### src/rtl/pis_pkg.sv
`timescale 1ns / 1ps
`default_nettype none
package pis_pkg;

  localparam int DATA_W     = 32;
  localparam int FRAC_BITS  = 16;
  localparam int RATE_W     = 16;
  localparam int LIM_W      = 31;
  localparam int CFG_IDX_W  = 3;

  localparam int ERR_W      = DATA_W + 1;
  localparam int FSUM_W     = DATA_W + 3;
  localparam int PROD_W     = 2 * DATA_W;
  localparam int TERM_W     = PROD_W - FRAC_BITS;
  localparam int MUL_A_W    = TERM_W + 1;
  localparam int MUL_B_W    = FRAC_BITS + 1;
  localparam int ACC_W      = MUL_A_W + MUL_B_W;
  localparam int ISUM_W     = TERM_W + 2;

  localparam int DIV_W      = TERM_W;
  localparam int DIV_STEP   = 4;
  localparam int DIV_CYCLES = DIV_W / DIV_STEP;
  localparam int DIV_CNT_W  = $clog2(DIV_CYCLES);

  localparam logic [RATE_W-1:0] RATE_RST = 16'd1000;
  localparam logic [LIM_W-1:0]  LIM_RST  = 31'h7FFF_FFFF;
  localparam logic [RATE_W-1:0] FILT_DEN = 16'd5;

  localparam logic [CFG_IDX_W-1:0] REG_PROP_GAIN  = 3'd0;
  localparam logic [CFG_IDX_W-1:0] REG_INTEG_GAIN = 3'd1;
  localparam logic [CFG_IDX_W-1:0] REG_DERIV_GAIN = 3'd2;
  localparam logic [CFG_IDX_W-1:0] REG_RATE       = 3'd3;
  localparam logic [CFG_IDX_W-1:0] REG_OUT_LIMIT  = 3'd4;
  localparam logic [CFG_IDX_W-1:0] REG_INT_LIMIT  = 3'd5;
  localparam logic [CFG_IDX_W-1:0] REG_SEP_BAND   = 3'd6;

endpackage
`default_nettype wire

### src/rtl/pis_if.sv
`timescale 1ns / 1ps
`default_nettype none
interface pis_in_if;
  logic                                valid;
  logic                                ready;
  logic signed [pis_pkg::DATA_W-1:0]   measured;
  logic signed [pis_pkg::DATA_W-1:0]   setpoint;
  logic signed [pis_pkg::DATA_W-1:0]   feedforward;

  modport source (output valid, measured, setpoint, feedforward, input ready);
  modport sink (input valid, measured, setpoint, feedforward, output ready);
endinterface

interface pis_out_if;
  logic                                valid;
  logic                                ready;
  logic signed [pis_pkg::DATA_W-1:0]   drive;
  logic                                integrating;

  modport source (output valid, drive, integrating, input ready);
  modport sink (input valid, drive, integrating, output ready);
endinterface
`default_nettype wire

### src/rtl/pid_integral_separation_top.sv
`timescale 1ns / 1ps
`default_nettype none
// PID controller with integral separation, signed Q16.16 throughout.
// in_ch carries one request: measured, setpoint, feedforward. out_ch returns
// one result per request: the clamped drive and the integrating flag.
// cfg_we/cfg_idx/cfg_wdata write the gain, rate and limit registers; write
// them only while no request is in flight.
// Each request runs on one 49x17 multiplier (two passes per gain product)
// and one divider retiring 4 quotient bits per cycle. The integrator
// division runs only when the error lies in the separation band.
// in_ch.ready is high only while the sequencer is idle, so a new request
// is taken only after the previous one has left the sequencer.
// The result sits in an output register; a new request is taken while it
// waits. If out_ch stalls, the next result holds in the final step until the
// register frees, and no further request is taken meanwhile.
// Synchronous reset clears the filter and integrator, loads register reset
// values (rate 1000, limits at full scale) and empties the output.
module pid_integral_separation_top (
  input  wire                             clk,
  input  wire                             rst_n,
  pis_in_if.sink                          in_ch,
  pis_out_if.source                       out_ch,
  input  wire                             cfg_we,
  input  wire [pis_pkg::CFG_IDX_W-1:0]    cfg_idx,
  input  wire [pis_pkg::DATA_W-1:0]       cfg_wdata
);

  localparam logic [3:0] S_IDLE  = 4'd0;
  localparam logic [3:0] S_MLO   = 4'd1;
  localparam logic [3:0] S_MHI   = 4'd2;
  localparam logic [3:0] S_MACC  = 4'd3;
  localparam logic [3:0] S_MDONE = 4'd4;
  localparam logic [3:0] S_IDIV  = 4'd5;
  localparam logic [3:0] S_IUPD  = 4'd6;
  localparam logic [3:0] S_FDIV  = 4'd7;
  localparam logic [3:0] S_FUPD  = 4'd8;
  localparam logic [3:0] S_SUM   = 4'd9;
  localparam logic [3:0] S_CLAMP = 4'd10;

  localparam logic [1:0] OP_P = 2'd0;
  localparam logic [1:0] OP_D = 2'd1;
  localparam logic [1:0] OP_R = 2'd2;
  localparam logic [1:0] OP_I = 2'd3;

  localparam int DW  = pis_pkg::DATA_W;
  localparam int AW  = pis_pkg::ACC_W;
  localparam int QW  = pis_pkg::DIV_W;
  localparam int RW  = pis_pkg::RATE_W;
  localparam int LW  = pis_pkg::LIM_W;
  localparam int FB  = pis_pkg::FRAC_BITS;
  localparam int PW  = pis_pkg::PROD_W;
  localparam int TW  = pis_pkg::TERM_W;
  localparam int EW  = pis_pkg::ERR_W;
  localparam int SW  = pis_pkg::FSUM_W;
  localparam int IW  = pis_pkg::ISUM_W;
  localparam int MAW = pis_pkg::MUL_A_W;
  localparam int MBW = pis_pkg::MUL_B_W;
  localparam int CW  = pis_pkg::DIV_CNT_W;

  function automatic logic signed [AW-1:0] sat_sym(input logic signed [AW-1:0] x,
                                                   input logic [LW-1:0] lim);
    logic signed [AW-1:0] hi;
    hi = $signed({{(AW-LW){1'b0}}, lim});
    if (x > hi) sat_sym = hi;
    else if (x < -hi) sat_sym = -hi;
    else sat_sym = x;
  endfunction

  // control
  logic [3:0]            state_r, state_nxt;
  logic [1:0]            op_r, op_nxt;
  logic [CW-1:0]         dv_cnt_r, dv_cnt_nxt;
  logic                  out_valid_r, out_valid_nxt;

  // configuration and loop state
  logic signed [DW-1:0]  kp_r, kp_nxt, ki_r, ki_nxt, kd_r, kd_nxt;
  logic [RW-1:0]         rate_r, rate_nxt;
  logic [LW-1:0]         olim_r, olim_nxt, ilim_r, ilim_nxt, band_r, band_nxt;
  logic signed [DW-1:0]  filt_r, filt_nxt, integ_r, integ_nxt;

  // request payload and intermediate terms
  logic signed [EW-1:0]  err_r, err_nxt, diff_r, diff_nxt;
  logic signed [DW-1:0]  ff_r, ff_nxt;
  logic                  hit_r, hit_nxt, fneg_r, fneg_nxt, ineg_r, ineg_nxt;
  logic [SW-1:0]         fdd_r, fdd_nxt;
  logic signed [AW-1:0]  pp_r, pp_nxt, acc_r, acc_nxt, tot_r, tot_nxt;
  logic signed [TW-1:0]  p_r, p_nxt, t_r, t_nxt;
  logic signed [PW-1:0]  d_r, d_nxt;
  logic [QW-1:0]         dv_quo_r, dv_quo_nxt;
  logic [RW-1:0]         dv_rem_r, dv_rem_nxt, dv_den_r, dv_den_nxt;
  logic signed [DW-1:0]  out_drive_r, out_drive_nxt;
  logic                  out_integ_r, out_integ_nxt;

  // combinational helpers
  logic [RW-1:0]         rate_eff;
  logic signed [EW-1:0]  err_in, diff_in;
  logic [EW-1:0]         aerr_in;
  logic signed [SW-1:0]  fsum_in;
  logic signed [DW-1:0]  gain;
  logic signed [MAW-1:0] mul_a;
  logic signed [MBW-1:0] mul_b;
  logic signed [AW-1:0]  mul_p;
  logic [QW-1:0]         step_quo;
  logic [RW-1:0]         step_rem;
  logic signed [AW-1:0]  imag;
  logic signed [IW-1:0]  q_s, inc, isum;
  logic signed [AW-1:0]  isat, ffsat, totsat;
  logic signed [QW:0]    fq, fval;

  assign rate_eff = (rate_r == '0) ? RW'(1) : rate_r;

  assign err_in  = EW'(in_ch.setpoint) - EW'(in_ch.measured);
  assign diff_in = EW'(in_ch.measured) - EW'(filt_r);
  assign aerr_in = err_in[EW-1] ? EW'(-err_in) : EW'(err_in);
  assign fsum_in = (SW'(filt_r) <<< 2) + SW'(in_ch.measured);

  // shared multiplier operands
  always_comb begin
    case (op_r)
      OP_P:    gain = kp_r;
      OP_I:    gain = ki_r;
      default: gain = kd_r;
    endcase
    case (op_r)
      OP_D:    mul_a = MAW'(diff_r);
      OP_R:    mul_a = MAW'(t_r);
      default: mul_a = MAW'(err_r);
    endcase
    if (state_r == S_MLO) begin
      mul_b = (op_r == OP_R) ? $signed({1'b0, rate_eff}) : $signed({1'b0, gain[FB-1:0]});
    end else begin
      mul_b = (op_r == OP_R) ? '0 : $signed({gain[DW-1], gain[DW-1:FB]});
    end
  end

  assign mul_p = AW'(mul_a) * AW'(mul_b);

  // divider: retire DIV_STEP quotient bits per cycle
  always_comb begin
    logic [RW:0] trial;
    step_quo = dv_quo_r;
    step_rem = dv_rem_r;
    for (int i = 0; i < pis_pkg::DIV_STEP; i++) begin
      trial    = {step_rem, step_quo[QW-1]};
      step_quo = {step_quo[QW-2:0], 1'b0};
      if (trial >= {1'b0, dv_den_r}) begin
        step_rem    = RW'(trial - {1'b0, dv_den_r});
        step_quo[0] = 1'b1;
      end else begin
        step_rem = trial[RW-1:0];
      end
    end
  end

  assign imag   = acc_r[AW-1] ? -acc_r : acc_r;
  assign q_s    = $signed({2'b00, dv_quo_r});
  assign inc    = ineg_r ? -q_s : q_s;
  assign isum   = IW'(integ_r) + inc;
  assign isat   = sat_sym(AW'(isum), ilim_r);
  assign ffsat  = sat_sym(AW'(ff_r), olim_r);
  assign totsat = sat_sym(tot_r, olim_r);
  assign fq     = $signed({1'b0, dv_quo_r});
  assign fval   = fneg_r ? -fq : fq;

  always_comb begin
    state_nxt     = state_r;
    op_nxt        = op_r;
    dv_cnt_nxt    = dv_cnt_r;
    out_valid_nxt = out_valid_r;
    kp_nxt        = kp_r;
    ki_nxt        = ki_r;
    kd_nxt        = kd_r;
    rate_nxt      = rate_r;
    olim_nxt      = olim_r;
    ilim_nxt      = ilim_r;
    band_nxt      = band_r;
    filt_nxt      = filt_r;
    integ_nxt     = integ_r;
    err_nxt       = err_r;
    diff_nxt      = diff_r;
    ff_nxt        = ff_r;
    hit_nxt       = hit_r;
    fneg_nxt      = fneg_r;
    ineg_nxt      = ineg_r;
    fdd_nxt       = fdd_r;
    pp_nxt        = pp_r;
    acc_nxt       = acc_r;
    tot_nxt       = tot_r;
    p_nxt         = p_r;
    t_nxt         = t_r;
    d_nxt         = d_r;
    dv_quo_nxt    = dv_quo_r;
    dv_rem_nxt    = dv_rem_r;
    dv_den_nxt    = dv_den_r;
    out_drive_nxt = out_drive_r;
    out_integ_nxt = out_integ_r;

    if (cfg_we) begin
      unique case (cfg_idx)
        pis_pkg::REG_PROP_GAIN:  kp_nxt   = $signed(cfg_wdata);
        pis_pkg::REG_INTEG_GAIN: ki_nxt   = $signed(cfg_wdata);
        pis_pkg::REG_DERIV_GAIN: kd_nxt   = $signed(cfg_wdata);
        pis_pkg::REG_RATE:       rate_nxt = cfg_wdata[RW-1:0];
        pis_pkg::REG_OUT_LIMIT:  olim_nxt = cfg_wdata[LW-1:0];
        pis_pkg::REG_INT_LIMIT:  ilim_nxt = cfg_wdata[LW-1:0];
        pis_pkg::REG_SEP_BAND:   band_nxt = cfg_wdata[LW-1:0];
        default: ;
      endcase
    end

    if (out_valid_r && out_ch.ready) begin
      out_valid_nxt = 1'b0;
    end

    unique case (state_r)
      S_IDLE: begin
        if (in_ch.valid) begin
          err_nxt   = err_in;
          diff_nxt  = diff_in;
          ff_nxt    = in_ch.feedforward;
          hit_nxt   = aerr_in < {{(EW-LW){1'b0}}, band_r};
          fneg_nxt  = fsum_in[SW-1];
          // floor division of a negative sum: divide (|s| + 4) and negate
          fdd_nxt   = fsum_in[SW-1] ? SW'(-fsum_in + SW'(4)) : SW'(fsum_in);
          op_nxt    = OP_P;
          state_nxt = S_MLO;
        end
      end
      S_MLO: begin
        pp_nxt    = mul_p;
        state_nxt = S_MHI;
      end
      S_MHI: begin
        acc_nxt   = pp_r;
        pp_nxt    = mul_p;
        state_nxt = S_MACC;
      end
      S_MACC: begin
        acc_nxt   = acc_r + (pp_r <<< FB);
        state_nxt = S_MDONE;
      end
      S_MDONE: begin
        case (op_r)
          OP_P: begin
            p_nxt     = acc_r[PW-1:FB];
            op_nxt    = OP_D;
            state_nxt = S_MLO;
          end
          OP_D: begin
            t_nxt     = acc_r[PW-1:FB];
            op_nxt    = OP_R;
            state_nxt = S_MLO;
          end
          OP_R: begin
            d_nxt = acc_r[PW-1:0];
            if (hit_r) begin
              op_nxt    = OP_I;
              state_nxt = S_MLO;
            end else begin
              // outside the band: drop the integrator, go straight to the filter
              integ_nxt  = '0;
              dv_quo_nxt = {{(QW-SW){1'b0}}, fdd_r};
              dv_rem_nxt = '0;
              dv_den_nxt = pis_pkg::FILT_DEN;
              dv_cnt_nxt = '0;
              state_nxt  = S_FDIV;
            end
          end
          default: begin
            ineg_nxt   = acc_r[AW-1];
            dv_quo_nxt = imag[PW-1:FB];
            dv_rem_nxt = '0;
            dv_den_nxt = rate_eff;
            dv_cnt_nxt = '0;
            state_nxt  = S_IDIV;
          end
        endcase
      end
      S_IDIV: begin
        dv_quo_nxt = step_quo;
        dv_rem_nxt = step_rem;
        dv_cnt_nxt = dv_cnt_r + CW'(1);
        if (dv_cnt_r == CW'(pis_pkg::DIV_CYCLES - 1)) begin
          state_nxt = S_IUPD;
        end
      end
      S_IUPD: begin
        integ_nxt  = isat[DW-1:0];
        dv_quo_nxt = {{(QW-SW){1'b0}}, fdd_r};
        dv_rem_nxt = '0;
        dv_den_nxt = pis_pkg::FILT_DEN;
        dv_cnt_nxt = '0;
        state_nxt  = S_FDIV;
      end
      S_FDIV: begin
        dv_quo_nxt = step_quo;
        dv_rem_nxt = step_rem;
        dv_cnt_nxt = dv_cnt_r + CW'(1);
        if (dv_cnt_r == CW'(pis_pkg::DIV_CYCLES - 1)) begin
          state_nxt = S_FUPD;
        end
      end
      S_FUPD: begin
        filt_nxt  = fval[DW-1:0];
        ff_nxt    = ffsat[DW-1:0];
        state_nxt = S_SUM;
      end
      S_SUM: begin
        tot_nxt   = AW'(p_r) + AW'(d_r) + AW'(integ_r) + AW'(ff_r);
        state_nxt = S_CLAMP;
      end
      S_CLAMP: begin
        // hold until the output register is free
        if (!out_valid_r || out_ch.ready) begin
          out_valid_nxt = 1'b1;
          out_drive_nxt = totsat[DW-1:0];
          out_integ_nxt = hit_r;
          state_nxt     = S_IDLE;
        end
      end
      default: state_nxt = S_IDLE;
    endcase
  end

  always_ff @(posedge clk) begin
    if (!rst_n) begin
      state_r     <= S_IDLE;
      op_r        <= OP_P;
      dv_cnt_r    <= '0;
      out_valid_r <= 1'b0;
      kp_r        <= '0;
      ki_r        <= '0;
      kd_r        <= '0;
      rate_r      <= pis_pkg::RATE_RST;
      olim_r      <= pis_pkg::LIM_RST;
      ilim_r      <= pis_pkg::LIM_RST;
      band_r      <= '0;
      filt_r      <= '0;
      integ_r     <= '0;
    end else begin
      state_r     <= state_nxt;
      op_r        <= op_nxt;
      dv_cnt_r    <= dv_cnt_nxt;
      out_valid_r <= out_valid_nxt;
      kp_r        <= kp_nxt;
      ki_r        <= ki_nxt;
      kd_r        <= kd_nxt;
      rate_r      <= rate_nxt;
      olim_r      <= olim_nxt;
      ilim_r      <= ilim_nxt;
      band_r      <= band_nxt;
      filt_r      <= filt_nxt;
      integ_r     <= integ_nxt;
    end
    err_r       <= err_nxt;
    diff_r      <= diff_nxt;
    ff_r        <= ff_nxt;
    hit_r       <= hit_nxt;
    fneg_r      <= fneg_nxt;
    ineg_r      <= ineg_nxt;
    fdd_r       <= fdd_nxt;
    pp_r        <= pp_nxt;
    acc_r       <= acc_nxt;
    tot_r       <= tot_nxt;
    p_r         <= p_nxt;
    t_r         <= t_nxt;
    d_r         <= d_nxt;
    dv_quo_r    <= dv_quo_nxt;
    dv_rem_r    <= dv_rem_nxt;
    dv_den_r    <= dv_den_nxt;
    out_drive_r <= out_drive_nxt;
    out_integ_r <= out_integ_nxt;
  end

  assign in_ch.ready        = (state_r == S_IDLE);
  assign out_ch.valid       = out_valid_r;
  assign out_ch.drive       = out_drive_r;
  assign out_ch.integrating = out_integ_r;

endmodule
`default_nettype wire

### src/flat_wrapper.sv
// flat-port wrapper written by rule: the top's interface ports become plain ports
module pid_integral_separation_top_flat 
  (clk, rst_n, cfg_we, cfg_idx, cfg_wdata, in_ch_valid, in_ch_measured, in_ch_setpoint, in_ch_feedforward, in_ch_ready, out_ch_valid, out_ch_drive, out_ch_integrating, out_ch_ready);
  pis_in_if in_ch_i ();
  pis_out_if out_ch_i ();
  input  wire clk;
  input  wire rst_n;
  input  wire cfg_we;
  input  wire [pis_pkg::CFG_IDX_W-1:0] cfg_idx;
  input  wire [pis_pkg::DATA_W-1:0] cfg_wdata;
  input wire logic [$bits(in_ch_i.valid)-1:0] in_ch_valid;
  input wire logic [$bits(in_ch_i.measured)-1:0] in_ch_measured;
  input wire logic [$bits(in_ch_i.setpoint)-1:0] in_ch_setpoint;
  input wire logic [$bits(in_ch_i.feedforward)-1:0] in_ch_feedforward;
  output wire logic [$bits(in_ch_i.ready)-1:0] in_ch_ready;
  output wire logic [$bits(out_ch_i.valid)-1:0] out_ch_valid;
  output wire logic [$bits(out_ch_i.drive)-1:0] out_ch_drive;
  output wire logic [$bits(out_ch_i.integrating)-1:0] out_ch_integrating;
  input wire logic [$bits(out_ch_i.ready)-1:0] out_ch_ready;
  assign in_ch_i.valid = in_ch_valid;
  assign in_ch_i.measured = in_ch_measured;
  assign in_ch_i.setpoint = in_ch_setpoint;
  assign in_ch_i.feedforward = in_ch_feedforward;
  assign in_ch_ready = in_ch_i.ready;
  assign out_ch_valid = out_ch_i.valid;
  assign out_ch_drive = out_ch_i.drive;
  assign out_ch_integrating = out_ch_i.integrating;
  assign out_ch_i.ready = out_ch_ready;
  pid_integral_separation_top u_core (.clk(clk), .rst_n(rst_n), .in_ch(in_ch_i), .out_ch(out_ch_i), .cfg_we(cfg_we), .cfg_idx(cfg_idx), .cfg_wdata(cfg_wdata));
endmodule
### config.mk
export PLATFORM = sky130hd
export DESIGN_NAME = pid_integral_separation_top_flat
export DESIGN_NICKNAME = d
export VERILOG_FILES = /design/src/rtl/pis_pkg.sv /design/src/rtl/pis_if.sv /design/src/rtl/pid_integral_separation_top.sv /design/src/flat_wrapper.sv
export SDC_FILE = /design/constraint.sdc
export NUM_CORES = 2
export LEC_CHECK = 0
export ABC_CLOCK_PERIOD_IN_PS = 27300
export BUFFER_PORTS_ARGS = -buffer_cell sky130_fd_sc_hd__buf_2
export CORE_AREA = 3 3 459 370
export CTS_CLUSTER_SIZE = 20
export DETAILED_ROUTE_END_ITERATION = 8
export DIE_AREA = 0 0 462 373
export PLACE_DENSITY = 0.69
export REMOVE_ABC_BUFFERS = 1
export SYNTH_ARGS = -nofsm -noshare
export SYNTH_HDL_FRONTEND = slang
export SYNTH_SLANG_ARGS = --single-unit
export TNS_END_PERCENT = 100
### constraint.sdc
create_clock -name clk -period 27.3 [get_ports clk]
set_input_delay 1.365 -clock clk [delete_from_list [all_inputs] [get_ports clk]]
set_output_delay 1.365 -clock clk [all_outputs]
set_load 0.005 [all_outputs]
## Word level (Yosys, flattened, before mapping)

Cells that the tools add are included.
W data, S select, Z words.

- Word-level logic and storage cells: 190
- Bits of input ports: 136
- Flip-flop bits (word level): 887
- Output and inout bits: 35

- Bitwise logic cells: 1
- Reduce and logical (&&, ||, !) cells: 35
- Order comparisons: 11
- Add/sub/neg operators: 21
- Muxes and demuxes: 57
- Equal/unequal tests: 31
- Multipliers: 1

Operators with widths:

| kind | count |
|---|---|
| $mux W32 | 9 |
| $pmux W32 S2 | 3 |
| $pmux W48 S3 | 1 |
| $neg A31 Y66 | 2 |
| $pmux W66 S2 | 1 |
| $mux W16 | 8 |
| $pmux W49 S2 | 1 |
| $pmux W16 S2 | 3 |
| $pmux W48 S2 | 1 |
| $ge A17 B16 Y1 | 4 |
| $add A65 B32 Y66 | 1 |
| $add A66 B32 Y66 | 1 |
| $add A66 B66 Y66 | 1 |
| $gt A66 B32 Y1 | 1 |
| $lt A32 B66 Y1 | 1 |
| $lt A50 B66 Y1 | 1 |
| $lt A66 B66 Y1 | 1 |
| $mul A49 B17 Y66 | 1 |
| $sub A32 B32 Y33 | 2 |
| $add A48 B64 Y65 | 1 |
| $mux W64 | 1 |
| $neg A64 Y64 | 1 |
| $sub A16 B16 Y16 | 4 |
| $add A32 B50 Y50 | 1 |
| 56 further kinds | 106 |

## Logic depth before layout (Yosys ltp)

- Depth after elaboration: 9
- Depth in mapped cells: 49
- Mapped depth without buffers: 45

## Worst setup path after synthesis

OpenSTA, ideal clock, no wires.

- Path type: register -> register
- Start point: register u_core.dv_den_r[10]
- End point: register u_core.dv_rem_r[10] (data pin)
- Path slack: 16.711 ns
- Path buffers: 5
- Stages on the path, launching flop included: 49
- Data arrival time: 10.324 ns
- Setup time: 0.266 ns
- Period minus slack after synthesis: 10.589 ns
- Data required time: 27.034 ns
- Path through: edfxtp_1 inv_1 ha_1 a21o_1 a21o_1 a2111oi_0 a31oi_1 o21ai_0 nand2_1 clkbuf_1 o21ai_0 inv_1 ha_1 nor2b_1 o21a_1 o21ai_0 a211oi_1 nor3_1 (+13 left out) a311oi_2 clkbuf_1 mux2i_1 ha_1 nor2b_1 o21a_1 o21ai_0 a21oi_1 nand4_1 a31o_2 o31a_1 o21ai_0 a21o_1 a211oi_1 buf_2 buf_2 mux2i_1 nor2_1

- Word-level cells in the longest chain between the ends: 9
- Elaborated cells on any way between the ends: 13
- Classes of those cells: 4 x add/sub; 4 x order compare; 5 x mux

RTL lines:

| element | RTL line | text |
|---|---|---|
| start: declaration | pid_integral_separation_top.sv:90 | `logic [RW-1:0] dv_rem_r, dv_rem_nxt, dv_den_r, dv_den_nxt;` |
| start signal: assignment | pid_integral_separation_top.sv:370 | `dv_den_r <= dv_den_nxt;` |
| $sub A16 B16 Y16 / $ge A17 B16 Y1 (equally long branches) | pid_integral_separation_top.sv:147, pid_integral_separation_top.sv:146 |  |
| $mux W16 | pid_integral_separation_top.sv:146 | `if (trial >= {1'b0, dv_den_r}) begin` |
| $sub A16 B16 Y16 / $ge A17 B16 Y1 (equally long branches) | pid_integral_separation_top.sv:147, pid_integral_separation_top.sv:146 |  |
| $mux W16 | pid_integral_separation_top.sv:146 |  |
| $ge A17 B16 Y1 / $sub A16 B16 Y16 (equally long branches) | pid_integral_separation_top.sv:146, pid_integral_separation_top.sv:147 |  |
| $mux W16 | pid_integral_separation_top.sv:146 |  |
| $sub A16 B16 Y16 / $ge A17 B16 Y1 (equally long branches) | pid_integral_separation_top.sv:147, pid_integral_separation_top.sv:146 |  |
| $mux W16 * | pid_integral_separation_top.sv:146 |  |
| $pmux W16 S3 * | pid_integral_separation_top.sv:215 | `unique case (state_r)` |
| end signal: assignment | pid_integral_separation_top.sv:369 | `dv_rem_r <= dv_rem_nxt;` |
| end: declaration | pid_integral_separation_top.sv:90 |  |

Every way passes the cells marked *; elsewhere a longest branch is shown, timed or not.
A chain may end at the register's enable or synchronous reset.

## Final worst setup path

- Start point: register u_core.dv_den_r[1]
- End point: register u_core.dv_rem_r[5] (data pin)

- Word-level cells in the longest chain between the ends: 9
- Elaborated cells on any way between the ends: 13
- Classes of those cells: 4 x add/sub; 4 x order compare; 5 x mux

RTL lines:

| element | RTL line |
|---|---|
| $sub A16 B16 Y16 / $ge A17 B16 Y1 (equally long branches) | pid_integral_separation_top.sv:147, pid_integral_separation_top.sv:146 |
| $mux W16 | pid_integral_separation_top.sv:146 |
| $sub A16 B16 Y16 / $ge A17 B16 Y1 (equally long branches) | pid_integral_separation_top.sv:147, pid_integral_separation_top.sv:146 |
| $mux W16 | pid_integral_separation_top.sv:146 |
| $sub A16 B16 Y16 / $ge A17 B16 Y1 (equally long branches) | pid_integral_separation_top.sv:147, pid_integral_separation_top.sv:146 |
| $mux W16 | pid_integral_separation_top.sv:146 |
| $sub A16 B16 Y16 / $ge A17 B16 Y1 (equally long branches) | pid_integral_separation_top.sv:147, pid_integral_separation_top.sv:146 |
| $mux W16 * | pid_integral_separation_top.sv:146 |
| $pmux W16 S3 * | pid_integral_separation_top.sv:215 |

Marked as above.

==> summary.md <==
| Metric | Value |
|---|---|
| Status | completed |
| Clock Root Buffer | clkbuf_16 |
| Adder-cell share of the synthesized area | 0.303 |
| R2R Path Start | u_core.dv_den_r[1]$_SDFFCE_PP0P_ |
| Worst Tran Pin Value | 1.46 ns |
| Worst Skew | about 0.062 ns |
| Max Root-Sink Buffers | 3 |
| Initial antenna violation count | 28 |
| Grt ovf | 0 |
| Clock Pin Slew Worst Setup and Hold Paths | roughly 0.060 ns |
| Mapped cell area | about 90000 um2 |
| CP Max Fanout | 23 |
| # setup viols final | 0 |
| Worst IR drop on VDD | roughly 120 uV |
| Number of flops mapped to enable cells by yosys | 607 |
| Final core occ | 0.599 |
| Initial Util | 0.559 |
| NetSw | slightly below 4 mW |
| Non-filler cells, final | roughly 12000 |
| Crit start category | flop |
| Distinct cells, synth | between 90 and 100 |
| Synth Area in Compound Gates | 0.156 |
| Hold buffer count at CTS | 0 |
| Mapped Cells | 10200 |
| Initial DRC Count | 9900 |
| # rows | between 100 and 150 |
| Share of layout cells above drive strength 1 | 0.0615 |
| Final hold viol count | 0 |
| Gate power share | 0.608 |
| Asr flop ratio synth | 0 |
| Crit path time final | about 13 ns |
| Drt wl/cell | between 20 and 30 um |
| Wl on met1 | 134000 um |
| CTS tree | yes |
| Period utilization | 0.470 |
| R2r endpoint | u_core.dv_rem_r[5]$_SDFFCE_PP0P_ |
| # DRC | 0 |
| Port Buf Inserts | 170 |
| Commonest non-fill, non-tap cell in the layout | nand2_1 |
| Nets | between 10000 and 15000 |
| GRT Total Usage | 0.364 |
| Critical Path RT | about 28 ns |
| Hpwl dp | 249000 um |
| Setup TNS | 0 ns |
| Placed instance count | 12300 |
| Switching Share | 0.465 |
| Max cap viols | 0 |
| Top Layer Used | met5 |
| Synth warnings | 0 |
| # IOs | approximately 170 |
| Mapped Avg Cell Area | 9.05 um2 |
| CP max-delay cell | o41ai_1 |
| Reg2reg path depth | 46 |
| Die footprint | 172000 um2 |
| Crit path DAT | between 10 and 15 ns |
| Met2 routed WL | about 130000 um |
| Fraction of the mapped netlist area in simple logic gates | 0.157 |
| Sequential fraction of design power | 0.223 |
| First-pass GRT wire length | approximately 470000 um |
| Slew Limit Fails | 0 |
| Most frequent cells in the layout | nand2_1, inv_1, fa_1 |
| 1st-pass router iterations | 9 |
| Chip height | roughly 370 um |
| Htree depth | 3 |
| Synthesis-to-layout area growth | 7.23% |
| Internal | 4.47 mW |
| Setup slack, reg-to-reg | ~14 ns |
| WL met3 | approximately 40000 um |
| Maximum operating frequency | ~0.078 GHz |
| Cell repeated most along the worst path | o21ai_0 |
| Number of global-route vias before repair | about 76000 |
| Core area | 166000 um2 |
| Post-synthesis register bit count | between 800 and 900 |
| Mux contribution to synthesized area | 0.0124 |
| WS Path Type | reg -> reg |
| PwrDens | ~84 nW/um2 |
| Post-route ant nets | 0 |
| Vias | between 70000 and 80000 |
| Chip Width | 462 um |
| RSZ-0062 raised after global routing | no |
| Worst path max stage delay | slightly below 0.7 ns |
| Leakage Power | around 43 nW |
| Main flop type after synthesis | edfxtp_1 |
| Min-delay worst type | reg -> reg |
| Final Power | roughly 8.3 mW |
| Largest net degree at the start of global routing | 104 |
| CTS Sinks | around 890 |
| Gpl congestion | slightly above 1 |
| Postcts setup bufs | 0 |
| Main combinational cell family by area after synthesis | adder cells |
| Worst hold endpoint | u_core.ki_r[24]$_SDFFE_PN0P_ |
| Post-CTS Resized | 0 |
| Sequential fraction of the synthesis area | 0.257 |
| Max_slew headroom | 0.0297 |
| Inserted Clock Buffers | 95 |
| DR vias/cell | around 6.3 |
| CP endpoint kind | flop |
| Drt total wl | 318000 um |
| Clock share of power | 0.169 |
| Post-Synth XOR/XNOR Area | 0.0538 |
| Worst skew pair latency | ~0.76 ns |
| Critical hold path startpoint | u_core.ki_r[24]$_SDFFE_PN0P_ |
| Hold Path Depth | 2 |
[metrics by stage]
step | cell area, um2 | setup slack, ns | hold WS, ns
floorplan | 91000 | 12.87 | 0.427
global placement | 96000 | 14.81 | 0.440
detailed placement | 96000 | 14.79 | 0.443
CTS | 99400 | 14.76 | 0.455
global route | 99400 | 13.77 | 0.471
finish | 99400 | 14.48 | 0.456
[routing by layer]
metal / vias to the layer above / track usage
met4: 8 / 0.143
met5: - / 0
met3: 640 / 0.0916
met1: 38400 / 0.532
li1: 35200 / -
met2: 4518 / 0.516
[worst max path at each step]
| stage | start | slack [ns] | cells past startpoint | to |
|---|---|---|---|---|
| detailed placement | u_core.dv_den_r[1]$_SDFFCE_PP0P_ | 14.79 | 46 | u_core.dv_rem_r[5]$_SDFFCE_PP0P_ |
| global placement | u_core.dv_den_r[1]$_SDFFCE_PP0P_ | 14.81 | 46 | u_core.dv_rem_r[5]$_SDFFCE_PP0P_ |
| floorplan | u_core.op_r[0]$_SDFFE_PN0P_ | 12.87 | 26 | u_core.pp_r[64]$_DFFE_PP_ |
| finish | u_core.dv_den_r[1]$_SDFFCE_PP0P_ | 14.48 | 46 | u_core.dv_rem_r[5]$_SDFFCE_PP0P_ |
| CTS | u_core.dv_den_r[1]$_SDFFCE_PP0P_ | 14.76 | 46 | u_core.dv_rem_r[5]$_SDFFCE_PP0P_ |
| global route | u_core.dv_den_r[1]$_SDFFCE_PP0P_ | 13.77 | 46 | u_core.dv_rem_r[5]$_SDFFCE_PP0P_ |
[cell type report]
class / count / area, um2
fill: 14300 / 66600
multi-input combinational: 7873 / 63700
sequential: 887 / 23800
inverter: 1036 / 3890
tap: 2176 / 2720
clock buffer: 120 / 2670
timing repair buffer: 313 / 1920
clock inverter: 60 / 694
antenna: 9 / 22.5
[state kept, by name, summed over array words and instances (netlist names), 33 cells and up]
name	flops
u_core.tot_r	66
u_core.p_r	48
u_core.pp_r	66
u_core.dv_quo_r	48
u_core.fdd_r	35
u_core.d_r	64
u_core.acc_r	66
u_core.err_r	33
u_core.t_r	48
u_core.diff_r	33
[synth_stat cells (60+ instances only)]
| cell type | number | area, um2 |
|---|---|---|
| inv_1 | 1031 | 3870 |
| nand2_1 | 1429 | 5360 |
| and2_1 | 84 | 526 |
| fa_1 | 905 | 18100 |
| nor2b_1 | 78 | 488 |
| or3_1 | 83 | 519 |
| a21o_1 | 296 | 2220 |
| xor2_1 | 188 | 1650 |
| o21a_1 | 77 | 578 |
| nand3_1 | 160 | 801 |
| o211ai_1 | 127 | 953 |
| a31oi_1 | 98 | 613 |
| a211oi_1 | 68 | 510 |
| nor2_1 | 779 | 2920 |
| nand2b_1 | 86 | 538 |
| a21oi_1 | 620 | 3100 |
| nor3_1 | 157 | 786 |
| o21ai_0 | 468 | 2340 |
| ha_1 | 796 | 9960 |
| dfxtp_1 | 280 | 5610 |
| nand4_1 | 126 | 788 |
| xnor2_1 | 382 | 3350 |
| clkbuf_1 | 404 | 1520 |
| mux2i_1 | 74 | 741 |
| o31ai_1 | 68 | 510 |
| a22oi_1 | 61 | 458 |
| edfxtp_1 | 607 | 18200 |
| nor4_1 | 60 | 375 |
[power groups by stage]
stage / Combinational (mW) / Clock, mW / Sequential, mW
after detailed placement: 4.93 / 0 / 1.88
after CTS: 4.97 / 1.42 / 1.85
after floorplan: 3.57 / 0 / 1.80
after global routing: 5.59 / 1.47 / 1.86
final: 5.07 / 1.41 / 1.86
after global placement: 4.83 / 0 / 1.88
[logic make-up after synthesis]
logic type,count (synthesis)
buffers and inverters,1484
XOR/XNOR,570
AND/OR/NAND/NOR,3239
adder cells (fa/ha/maj),1701
flip-flops,887
multiplexers,109
AO/OA/AOI/OAI,2254
[critical path, delay by kind of cell, from the launching register on]
family,cells,cell delay [ns]
AND/OR/NAND/NOR,8,1.67
AO/OA/AOI/OAI,25,6.67
adder cells (fa/ha/maj),4,1.25
multiplexers,3,1.05
buffers and inverters,6,1.40
flip-flops,1,0.46
Power figures use the tool's default switching activity.
